`config.mk`:
```
export PLATFORM = sky130hd
export DESIGN_NAME = lss_ctrl
export DESIGN_NICKNAME = d
export VERILOG_FILES = /design/src/hw/rtl/lss_pkg.sv /design/src/hw/rtl/lss_ctrl.sv
export SDC_FILE = /design/constraint.sdc
export NUM_CORES = 1
export LEC_CHECK = 0
export ABC_CLOCK_PERIOD_IN_PS = 1800
export BUFFER_PORTS_ARGS = -buffer_cell sky130_fd_sc_hd__buf_2
export CORE_AREA = 4 4 41 43
export CTS_BUF_LIST = sky130_fd_sc_hd__clkbuf_4
export CTS_CLUSTER_DIAMETER = 150
export DETAILED_ROUTE_END_ITERATION = 10
export DIE_AREA = 0 0 45 47
export PLACE_DENSITY = 0.69
export SKIP_LAST_GASP = 1
export SYNTH_ARGS = -nofsm -noshare
export SYNTH_HDL_FRONTEND = slang
export SYNTH_SLANG_ARGS = --single-unit
```
`constraint.sdc`:
```
create_clock -name clock -period 1.8 [get_ports clock]
set_input_delay 0 -clock clock [delete_from_list [all_inputs] [get_ports clock]]
set_output_delay 0 -clock clock [all_outputs]
set_load 0.01 [all_outputs]
```
`src/hw/rtl/lss_pkg.sv`:
```
// shared types, codes and constants of the linear sieve block
`default_nettype none

package lss_pkg;

   // defaults of the top level parameters
   localparam int unsigned MAX_N_DEFAULT      = 65535;
   localparam int unsigned MAX_PRIMES_DEFAULT = 8192;

   // reset value of the limit register, first candidate, count field ceiling
   localparam int unsigned LIMIT_RESET = 65535;
   localparam int unsigned FIRST_PRIME = 2;
   localparam int unsigned COUNT_MAX   = 8191;

   typedef enum logic {
      OP_BUILD = 1'b0,
      OP_QUERY = 1'b1
   } opcode_type;

   typedef enum logic [1:0] {
      ST_OK          = 2'd0,
      ST_NOT_BUILT   = 2'd1,
      ST_ABOVE_LIMIT = 2'd2
   } status_type;

   typedef enum logic [3:0] {
      S_IDLE,
      S_CLEAR,
      S_READ,
      S_CHECK,
      S_K_START,
      S_K_MUL,
      S_K_TEST,
      S_FINISH,
      S_QUERY,
      S_RESULT
   } state_type;

   // commands from the controller to the datapath
   typedef struct packed {
      logic load_req;
      logic start_build;
      logic clr_step;
      logic init_i;
      logic rd_i;
      logic check_i;
      logic rd_prime;
      logic mul;
      logic mark;
      logic k_inc;
      logic i_inc;
      logic finish_build;
      logic rd_query;
      logic load_out;
   } cmd_type;

   // status from the datapath to the controller
   typedef struct packed {
      logic req_build;
      logic lim_small;
      logic clr_last;
      logic i_last;
      logic k_end;
      logic prod_over;
      logic p_is_spf;
      logic out_free;
   } dp_status_type;

endpackage

`default_nettype wire

```
`src/hw/rtl/lss_ctrl.sv`:
```
// sequencing state machine of the linear sieve block
`default_nettype none

module lss_ctrl (
   input  wire logic                  clock,
   input  wire logic                  reset,
   input  wire logic                  req_valid,
   output logic                       req_ready,
   input  wire lss_pkg::dp_status_type stat,
   output lss_pkg::cmd_type           cmd
);
   import lss_pkg::*;

   state_type state_ff;
   state_type state_in;

   // state register
   always_ff @(posedge clock) begin
      if (reset) begin
         state_ff <= S_IDLE;
      end else begin
         state_ff <= state_in;
      end
   end

   // next state and commands
   always_comb begin
      state_in  = state_ff;
      cmd       = '0;
      req_ready = 1'b0;
      case (state_ff)
         S_IDLE: begin
            req_ready = 1'b1;
            if (req_valid) begin
               cmd.load_req = 1'b1;
               if (stat.req_build) begin
                  cmd.start_build = 1'b1;
                  state_in        = S_CLEAR;
               end else begin
                  state_in = S_QUERY;
               end
            end
         end
         // clearing pass over the covered part of the table
         S_CLEAR: begin
            cmd.clr_step = 1'b1;
            if (stat.clr_last) begin
               cmd.init_i = 1'b1;
               state_in   = stat.lim_small ? S_FINISH : S_READ;
            end
         end
         S_READ: begin
            cmd.rd_i = 1'b1;
            state_in = S_CHECK;
         end
         S_CHECK: begin
            cmd.check_i = 1'b1;
            state_in    = S_K_START;
         end
         // walk over the prime list for the current i
         S_K_START: begin
            if (stat.k_end) begin
               if (stat.i_last) begin
                  state_in = S_FINISH;
               end else begin
                  cmd.i_inc = 1'b1;
                  state_in  = S_READ;
               end
            end else begin
               cmd.rd_prime = 1'b1;
               state_in     = S_K_MUL;
            end
         end
         S_K_MUL: begin
            cmd.mul  = 1'b1;
            state_in = S_K_TEST;
         end
         S_K_TEST: begin
            if (stat.prod_over || stat.p_is_spf) begin
               cmd.mark = !stat.prod_over;
               if (stat.i_last) begin
                  state_in = S_FINISH;
               end else begin
                  cmd.i_inc = 1'b1;
                  state_in  = S_READ;
               end
            end else begin
               cmd.mark  = 1'b1;
               cmd.k_inc = 1'b1;
               state_in  = S_K_START;
            end
         end
         S_FINISH: begin
            cmd.finish_build = 1'b1;
            state_in         = S_RESULT;
         end
         S_QUERY: begin
            cmd.rd_query = 1'b1;
            state_in     = S_RESULT;
         end
         S_RESULT: begin
            if (stat.out_free) begin
               cmd.load_out = 1'b1;
               state_in     = S_IDLE;
            end
         end
         default: begin
            state_in = S_IDLE;
         end
      endcase
   end

endmodule

`default_nettype wire

```
==> impl_metrics.env, run 1 <==
export IMPL_p_per_area_nw_per_um2=1140
export IMPL_drive_above_1_share_pct=33.3
export IMPL_grt_max_degree=19
export IMPL_slew_viol_final=0
export IMPL_cts_resized=0
export IMPL_slowest_stage="dfxtp_1"
export IMPL_synth_nets=81
export IMPL_grt_pass1_vias=480
export IMPL_multi_input_area_um2=348
export IMPL_cp_cell_sequence="nand2b_1, nor3_1, and2_1, buf_2"
export IMPL_cap_viol_max_count=0
export IMPL_die_area_um2=2120
export IMPL_hold_class="primary input to flop"
export IMPL_nets=106
export IMPL_arrival_ns=1.57
export IMPL_cts_max_level=1
export IMPL_avgViaCountPerCell=5.21
export IMPL_drt_pass1_iterations=4
export IMPL_postSynthAreaPerCell_um2=6.85
export IMPL_synth_mux_area_share_pct=2.09
export IMPL_worstPathRequired_ns=1.80
export IMPL_grt_remaining_overflow=0
export IMPL_gp_congestion=0.758
export IMPL_critPathCaptureType="primary output"
export IMPL_clock_path_buffers=2
export IMPL_largest_reg_flops=4
export IMPL_reg_top3="state_ff x4"
export IMPL_io_buffer_count=25
export IMPL_synth_fa_ha_area_share_pct=0
export IMPL_cts_setup_buffers=0
export IMPL_final_min_clock_period_ns=1.57
export IMPL_cts_tree="yes"
export IMPL_row_count=13
export IMPL_r2r_slack_ns=0.32
export IMPL_worst_pin_slew_ns=0.546
export IMPL_wl_per_cell_um=11.7
export IMPL_ys_types=33
export IMPL_swShare_pct=46.9
export IMPL_ys_seq_area_share_pct=16.7
export IMPL_drt_iter0_drc=17
export IMPL_num_fill_cells=152
export IMPL_p_int_uw=372
export IMPL_syn_inst=70
export IMPL_whs_ns=0.0819
export IMPL_net_switching_power_uw=328
export IMPL_max_clock_freq_mhz=637
export IMPL_synth_compound_area_share_pct=21.9
export IMPL_p_leak_nw=0.284
export IMPL_cts_hold_fix_buffers=1
export IMPL_ys_warn_count=0
export IMPL_drc=0
export IMPL_antenna_found_initial=0
export IMPL_die_x_um=45
export IMPL_pwr_share_clk_pct=14.8
export IMPL_seq_area_um2=80.1
export IMPL_yosys_area_share_simple_pct=48.6
export IMPL_p_comb_share_pct=56.3
export IMPL_start_kind="flop"
export IMPL_p_seq_share_pct=28.9
export IMPL_critical_path_class="flop to primary output"
export IMPL_skew_ns=0.00391
export IMPL_num_io_pins=26
export IMPL_min_period_over_period_pct=87.2
export IMPL_synth_area_um2=479
export IMPL_cp_slowest_stage_delay_ns=0.66
export IMPL_synth_seq_cells=4
export IMPL_numClockSinks=4
export IMPL_coreArea_um2=1300
export IMPL_numCtsBuffers=3
export IMPL_die_y_um=47
export IMPL_status="completed"
export IMPL_synth_top_family_by_area="simple AND/OR/NAND/NOR gates"
export IMPL_grt_use_total_pct=12.2
export IMPL_num_antenna_cells=0
export IMPL_clk_pin_slew_worst_paths_ns=0.04
export IMPL_slew_headroom_pct=63.5
export IMPL_synth_xor_area_share_pct=0
export IMPL_routed_wl_um=1260
export IMPL_place_hpwl_um=981
export IMPL_postRouteAntennaNets=0
export IMPL_ir_drop_mv=0.386
export IMPL_cts_root_buffer="clkbuf_4"
export IMPL_clock_latency_ns=0.23
export IMPL_path_max_fanout=18
export IMPL_hold_viol_final=0
export IMPL_grt_pass1_wl_um=1990
export IMPL_initial_core_util_pct=36.8
export IMPL_fin_setup_tns_ns=0
export IMPL_num_vias=563
export IMPL_grt_setup_unrepaired="false"
export IMPL_top_register="state_ff"
export IMPL_finalSetupViolCount=0
export IMPL_critPathTopFamily="flip-flops"
export IMPL_areaGrowthSynthToFinish_pct=27.7
export IMPL_critical_path_buf_inv_count=1
==> power by group through the flow <==
stage	clock [mW]	combinational (mW)	sequential, mW
finish	0.104	0.394	0.202
global route	0.117	0.439	0.210
CTS	0.108	0.396	0.199
detailed placement	0	0.393	0.200
global placement	0	0.391	0.197
floorplan	0	0.408	0.129
==> metrics by stage <==
step	instances	setup slack [ns]	util [%]	instance area [µm²]	total power [mW]
finish	108	0.230	47.0	612	0.700
global placement	104	0.396	44.5	579	0.588
floorplan	70	0.529	-	479	0.536
global route	108	0.0444	47.0	612	0.767
detailed placement	104	0.355	44.5	579	0.593
CTS	108	0.208	47.0	612	0.704
==> synthesized netlist by cell type <==
master,number,area [µm²]
a31oi_1,1,6.26
nand4b_1,1,8.76
a21oi_1,5,25.0
nor3_1,5,25.0
and3_1,2,12.5
buf_6,2,22.5
buf_2,2,10.0
a2111oi_0,1,8.76
a21o_1,1,7.51
dfxtp_1,4,80.1
nand2_1,5,18.8
buf_4,1,7.51
mux2i_1,1,10.0
nand2b_1,5,31.3
nor4b_2,2,30.0
a211oi_1,1,7.51
o31ai_1,1,7.51
o22ai_1,1,6.26
nand3_1,1,5.00
nor2_1,12,45.0
nand3b_1,1,7.51
clkbuf_1,1,3.75
nor4b_1,1,8.76
or2_1,1,6.26
nor2b_1,1,6.26
and4_1,1,8.76
and2_1,2,12.5
o21ai_0,2,10.0
o22ai_2,1,12.5
o21ai_1,1,5.00
nor4_1,1,6.26
inv_1,2,7.51
a211o_1,1,8.76
==> final cells by class <==
cell class,instances,area share (%)
Multi-Input combinational cell,58,56.9
Sequential cell,4,13.1
Tap cell,15,3.07
Clock buffer,3,3.68
Timing Repair Buffer,26,22.1
Inverter,2,1.23
==> cells by family (layout without fill, tap and decap cells) <==
| kind of cell | after synthesis | in the layout |
|---|---|---|
| muxes | 1 | 1 |
| AOI/OAI and AO/OA | 16 | 16 |
| buffers and inverters | 8 | 31 |
| and+or+nand+nor | 41 | 41 |
| DFF | 4 | 4 |
==> tightest hold or removal path, stage by stage <==
cell and delay (ns):
buf_2 0.09, nand4b_1 0.10, a21oi_1 0.06
==> path summary, 6_finish.rpt <==
path | depth (start not counted) | to | startpoint
worst max register to register | 4 | state_ff[0] | state_ff[0]
worst max-delay path | 4 | cmd[10] | state_ff[0]
worst min register to register | 2 | state_ff[3] | state_ff[3]
worst min-delay path | 3 | state_ff[3] | stat[0]
==> per-layer routing <==
layer  vias up  track usage, %  share of wire [%]
li1        298               -                  -
met4         0            3.51                  0
met3         0            1.53                9.9
met1       241            16.3                 48
met5         -               0                  0
met2        24            20.6                 42
==> cells in the final DEF (no fill, tap or decap), drive strengths merged <==
master and count:
nor2 12, nand4b 1, nor3 5, clkbuf 3
o22ai 2, nor4b 3, a211o 1, buf 25
inv 2, o31ai 1, nand2 5, a31oi 1
a211oi 1, a21oi 5, o21ai 3, or2 1
nand2b 5, mux2i 1, dfxtp 4, and2 2
and4 1, dlygate4sd3 1, and3 2, a21o 1
nor4 1, nand3b 1, nand3 1, nor2b 1
a2111oi 1
(Power assumes the default switching activity.)
==> run 2, diff against run 1 <==
--- a/config.mk
+++ b/config.mk
@@ -8,7 +8,7 @@
 export ABC_CLOCK_PERIOD_IN_PS = 1800
 export BUFFER_PORTS_ARGS = -buffer_cell sky130_fd_sc_hd__buf_2
 export CORE_AREA = 4 4 41 43
-export CTS_BUF_LIST = sky130_fd_sc_hd__clkbuf_4
+export CTS_BUF_LIST = sky130_fd_sc_hd__clkbuf_16
 export CTS_CLUSTER_DIAMETER = 150
 export DETAILED_ROUTE_END_ITERATION = 10
 export DIE_AREA = 0 0 45 47
==> run 2 against run 1 <==
Combinational power about the same. Non-clock buffer count unchanged. Die area unchanged. Clock-buffer cell count unchanged. Critical path depth unchanged. Global-route usage increased by 1.4 points. Register-to-register slack about the same. Total power increased by 36%. First-iteration DRC count decreased by 18%. Clock power increased to 3.4 times the previous value. Sequential power about the same. Largest power group unchanged. Highest routed layer is now met4.
==> impl_metrics.env, run 2 (synthesized netlist as in run 1, its figures left out) <==
export IMPL_num_vias=568
export IMPL_hold_class="primary input to flop"
export IMPL_grt_use_total_pct=13.6
export IMPL_postRouteAntennaNets=0
export IMPL_grt_setup_unrepaired="false"
export IMPL_grt_max_degree=19
export IMPL_slew_viol_final=0
export IMPL_row_count=13
export IMPL_reg_top3="state_ff x4"
export IMPL_final_cell_mix="buf_2 (25), nor2_1 (12)"
export IMPL_io_buffer_count=25
export IMPL_worstPathRequired_ns=1.80
export IMPL_cp_cell_sequence="nand2b_1, nor3_1, and2_1, buf_2"
export IMPL_final_area_um2=664
export IMPL_p_per_area_nw_per_um2=1430
export IMPL_wl_per_cell_um=12.4
export IMPL_ir_drop_mv=0.406
export IMPL_place_hpwl_um=981
export IMPL_place_ws_ns=0.355
export IMPL_max_clock_freq_mhz=639
export IMPL_critPathCaptureType="primary output"
export IMPL_critPathTopFamily="flip-flops"
export IMPL_fin_setup_tns_ns=0
export IMPL_r2r_slack_ns=0.33
export IMPL_cts_max_level=1
export IMPL_die_x_um=45
export IMPL_grt_remaining_overflow=0
export IMPL_coreArea_um2=1300
export IMPL_path_max_fanout=18
export IMPL_worst_pin_slew_ns=0.535
export IMPL_cap_viol_max_count=0
export IMPL_layout_commonest_cell="buf_2"
export IMPL_numCtsBuffers=3
export IMPL_status="completed"
export IMPL_gp_congestion=0.758
export IMPL_drt_pass1_iterations=4
export IMPL_antenna_found_initial=0
export IMPL_drt_iter0_drc=14
export IMPL_p_leak_nw=0.307
export IMPL_grt_pass1_vias=506
export IMPL_critical_path_class="flop to primary output"
export IMPL_num_antenna_cells=0
export IMPL_areaGrowthSynthToFinish_pct=38.6
export IMPL_dpl_cell_area_um2=579
export IMPL_avgViaCountPerCell=5.26
export IMPL_hold_viol_final=0
export IMPL_dp_cells=104
export IMPL_nets=106
export IMPL_largest_reg_flops=4
export IMPL_top_register="state_ff"
export IMPL_whs_ns=0.0882
export IMPL_finalSetupViolCount=0
export IMPL_initial_core_util_pct=36.8
export IMPL_routed_wl_um=1330
export IMPL_drive_above_1_share_pct=33.3
export IMPL_num_io_pins=26
export IMPL_start_kind="flop"
export IMPL_slowest_stage="dfxtp_1"
export IMPL_slew_headroom_pct=64.3
export IMPL_numClockSinks=4
export IMPL_cts_root_buffer="clkbuf_16"
export IMPL_min_period_over_period_pct=86.9
export IMPL_drc=0
export IMPL_final_cells=108
export IMPL_cp_slowest_stage_delay_ns=0.65
export IMPL_clock_latency_ns=0.23
export IMPL_grt_pass1_wl_um=2090
export IMPL_cts_tree="yes"
export IMPL_die_y_um=47
export IMPL_clock_path_buffers=2
export IMPL_final_min_clock_period_ns=1.56
export IMPL_skew_ns=0.00446
export IMPL_worst_slack_ns=0.235
export IMPL_die_area_um2=2120
export IMPL_clk_pin_slew_worst_paths_ns=0.03
export IMPL_critical_path_buf_inv_count=1
export IMPL_arrival_ns=1.56
[run 2: cell count changes in the layout (fill, tap and decap cells not counted)]
cell / previous run / this run
clkbuf_4: 3 / 0
clkbuf_16: 0 / 3
[run 2: area by class of cell]
class	instances	area, µm²
tap	15	18.8
fill	143	637
multi-input combinational	58	348
clock buffer	3	75.1
sequential	4	80.1
timing repair buffer	26	135
inverter	2	7.51
[run 2: through the flow]
stage	power, mW	utilization, %
2_1_floorplan	0.536	-
3_3_place_gp	0.588	44.5
3_5_place_dp	0.593	44.5
4_1_cts	0.954	51.1
5_1_grt	1.01	51.1
6_report	0.951	51.1
[run 2: repair_timing]
action,4_1_cts,5_1_grt
hold endpoints to repair,2,0
gates resized for setup,0,0
hold buffers,1,0
setup buffers,0,0
[run 2: worst paths after layout]
kind	endpoint	from	cells after the start
max	cmd[10]	state_ff[0]	4
min	state_ff[3]	stat[0]	3
max reg2reg	state_ff[0]	state_ff[0]	4
min reg2reg	state_ff[3]	state_ff[3]	2
[run 2: metal layers]
layer	up-vias	global-route usage (%)	routed length, µm
met2	27	19.8	527
met5	-	0	0
met1	240	17.0	631
met4	0	11.7	36
li1	297	-	-
met3	4	2.68	138
[run 2: where the power goes]
| part | total [mW] | switching (mW) | leakage (nW) | internal, mW |
|---|---|---|---|---|
| combinational | 0.396 | 0.211 | 0.238 | 0.185 |
| sequential | 0.202 | 0.0889 | 0.0327 | 0.113 |
| clock | 0.352 | 0.0677 | 0.0370 | 0.284 |
| total | 0.951 | 0.368 | 0.307 | 0.583 |
[run 2: worst reg2reg max path, delay by kind of cell, from the launching register on]
kind / cells / cell delay [ns]
AO/OA/AOI/OAI: 1 / 0.10
flip-flops: 1 / 0.65
AND/OR/NAND/NOR: 3 / 0.60
==> run 3, diff against run 2 <==
--- a/config.mk
+++ b/config.mk
@@ -6,13 +6,13 @@
 export NUM_CORES = 1
 export LEC_CHECK = 0
 export ABC_CLOCK_PERIOD_IN_PS = 1800
-export BUFFER_PORTS_ARGS = -buffer_cell sky130_fd_sc_hd__buf_2
+export BUFFER_PORTS_ARGS = -buffer_cell sky130_fd_sc_hd__buf_4
 export CORE_AREA = 4 4 41 43
 export CTS_BUF_LIST = sky130_fd_sc_hd__clkbuf_16
 export CTS_CLUSTER_DIAMETER = 150
 export DETAILED_ROUTE_END_ITERATION = 10
 export DIE_AREA = 0 0 45 47
-export PLACE_DENSITY = 0.69
+export PLACE_DENSITY = 0.67
 export SKIP_LAST_GASP = 1
 export SYNTH_ARGS = -nofsm -noshare
 export SYNTH_HDL_FRONTEND = slang
==> run 3 against run 2 <==
Non-clock buffer count stayed put. Sequential cell count unchanged. Total power is 2.7% higher. Design area increased by 9.4%. Global-route usage fell by 0.55 points. Critical path depth shrank 1. Combinational power up 10%. First-iteration DRC count down 36%. Sequential share of layout area shrank 1.0 points. Largest cell class unchanged. Largest power group unchanged.
==> impl_metrics.env, run 3 (synthesized netlist as in run 1, its figures left out) <==
export IMPL_die_x_um=45
export IMPL_clock_path_buffers=2
export IMPL_finalSetupViolCount=0
export IMPL_place_ws_ns=0.305
export IMPL_max_clock_freq_mhz=648
export IMPL_start_kind="flop"
export IMPL_grt_pass1_vias=523
export IMPL_skew_ns=0.00301
export IMPL_drt_iter0_drc=9
export IMPL_hold_path_cell_count=3
export IMPL_p_leak_nw=0.317
export IMPL_postRouteAntennaNets=0
export IMPL_areaGrowthSynthToFinish_pct=51.7
export IMPL_cp_slowest_stage_delay_ns=0.45
export IMPL_place_hpwl_um=973
export IMPL_top_register="state_ff"
export IMPL_critPathTopFamily="simple AND/OR/NAND/NOR gates"
export IMPL_layout_commonest_cell="buf_4"
export IMPL_gp_congestion=0.766
export IMPL_clock_latency_ns=0.22
export IMPL_whs_ns=0.0758
export IMPL_ir_drop_mv=0.649
export IMPL_r2r_cells=4
export IMPL_num_vias=574
export IMPL_cts_root_buffer="clkbuf_16"
export IMPL_num_antenna_cells=0
export IMPL_num_io_pins=26
export IMPL_nets=106
export IMPL_numClockSinks=4
export IMPL_slew_headroom_pct=65.5
export IMPL_critical_path_buf_inv_count=1
export IMPL_largest_reg_flops=4
export IMPL_cp_cell_sequence="or2_1, nor4b_1, buf_4"
export IMPL_die_area_um2=2120
export IMPL_worst_slack_ns=0.256
export IMPL_critPathCaptureType="primary output"
export IMPL_arrival_ns=1.54
export IMPL_row_count=13
export IMPL_dpl_cell_area_um2=642
export IMPL_wl_per_cell_um=11.9
export IMPL_clk_pin_slew_worst_paths_ns=0.03
export IMPL_worstPathRequired_ns=1.80
export IMPL_drc=0
export IMPL_grt_remaining_overflow=0
export IMPL_cap_viol_max_count=0
export IMPL_reg_top3="state_ff x4"
export IMPL_fin_setup_tns_ns=0
export IMPL_critical_path_class="flop to primary output"
export IMPL_numCtsBuffers=3
export IMPL_grt_max_degree=19
export IMPL_cts_max_level=1
export IMPL_grt_pass1_wl_um=2100
export IMPL_final_min_clock_period_ns=1.54
export IMPL_initial_core_util_pct=36.8
export IMPL_slowest_stage="dfxtp_1"
export IMPL_drive_above_1_share_pct=33.3
export IMPL_grt_use_total_pct=13.0
export IMPL_worst_pin_slew_ns=0.517
export IMPL_cts_tree="yes"
export IMPL_routed_wl_um=1290
export IMPL_antenna_found_initial=0
export IMPL_io_buffer_count=25
export IMPL_status="completed"
export IMPL_final_cell_mix="buf_4 (25), nor2_1 (12)"
export IMPL_min_period_over_period_pct=85.8
export IMPL_slew_viol_final=0
export IMPL_die_y_um=47
export IMPL_hold_viol_final=0
export IMPL_drt_pass1_iterations=2
export IMPL_path_depth=3
export IMPL_path_max_fanout=18
export IMPL_final_area_um2=727
export IMPL_hold_class="primary input to flop"
export IMPL_final_util_pct=55.9
export IMPL_coreArea_um2=1300
export IMPL_grt_setup_unrepaired="false"
export IMPL_avgViaCountPerCell=5.31
export IMPL_p_per_area_nw_per_um2=1340
run 3: cell counts in the layout (fill, tap and decap cells not counted):
No cell type changed its count.
run 3: through the flow:
stage	std cells	total power, mW
6_report	108	0.977
5_1_grt	108	1.05
4_1_cts	108	0.987
3_5_place_dp	104	0.636
3_3_place_gp	104	0.635
2_1_floorplan	70	0.536
run 3: where the power goes:
part / internal, mW / leakage, nW / switching (mW)
registers: 0.113 / 0.0327 / 0.0859
clock network: 0.283 / 0.0370 / 0.0575
logic: 0.223 / 0.247 / 0.213
total: 0.620 / 0.317 / 0.356
run 3: worst min-delay path, delay by kind of cell:
kind / cells / cell delay (ns)
simple gates: 1 / 0.10
buf+inv: 1 / 0.09
compound gates: 1 / 0.06
run 3: worst paths after layout:
| path | from | end | slack (ns) |
|---|---|---|---|
| hold reg to reg | state_ff[3] | state_ff[3] | 0.63 |
| setup reg to reg | state_ff[0] | state_ff[0] | 0.32 |
| setup / recovery | state_ff[0] | cmd[3] | 0.26 |
| hold / removal | stat[0] | state_ff[3] | 0.08 |
run 3: per-layer routing:
metal / wire length [µm] / up-vias / track usage [%]
met3: 118 / 2 / 4.21
met5: 0 / - / 0
met2: 580 / 23 / 22.3
li1: - / 297 / -
met1: 573 / 252 / 15.6
met4: 17 / 0 / 3.51
run 3: layout make-up:
cell class,count,area (µm²)
fillers,145,574
flip-flops and latches,4,80.1
inverters,2,7.51
multi-input cells,58,348
well taps,15,18.8
clock buffers,3,75.1
repair buffers,26,198
run 3: what timing repair did:
item	CTS	global route
hold buffers	1	0
endpoints found under the hold margin	2	0
gates resized for setup	0	0
buffers inserted	0	0
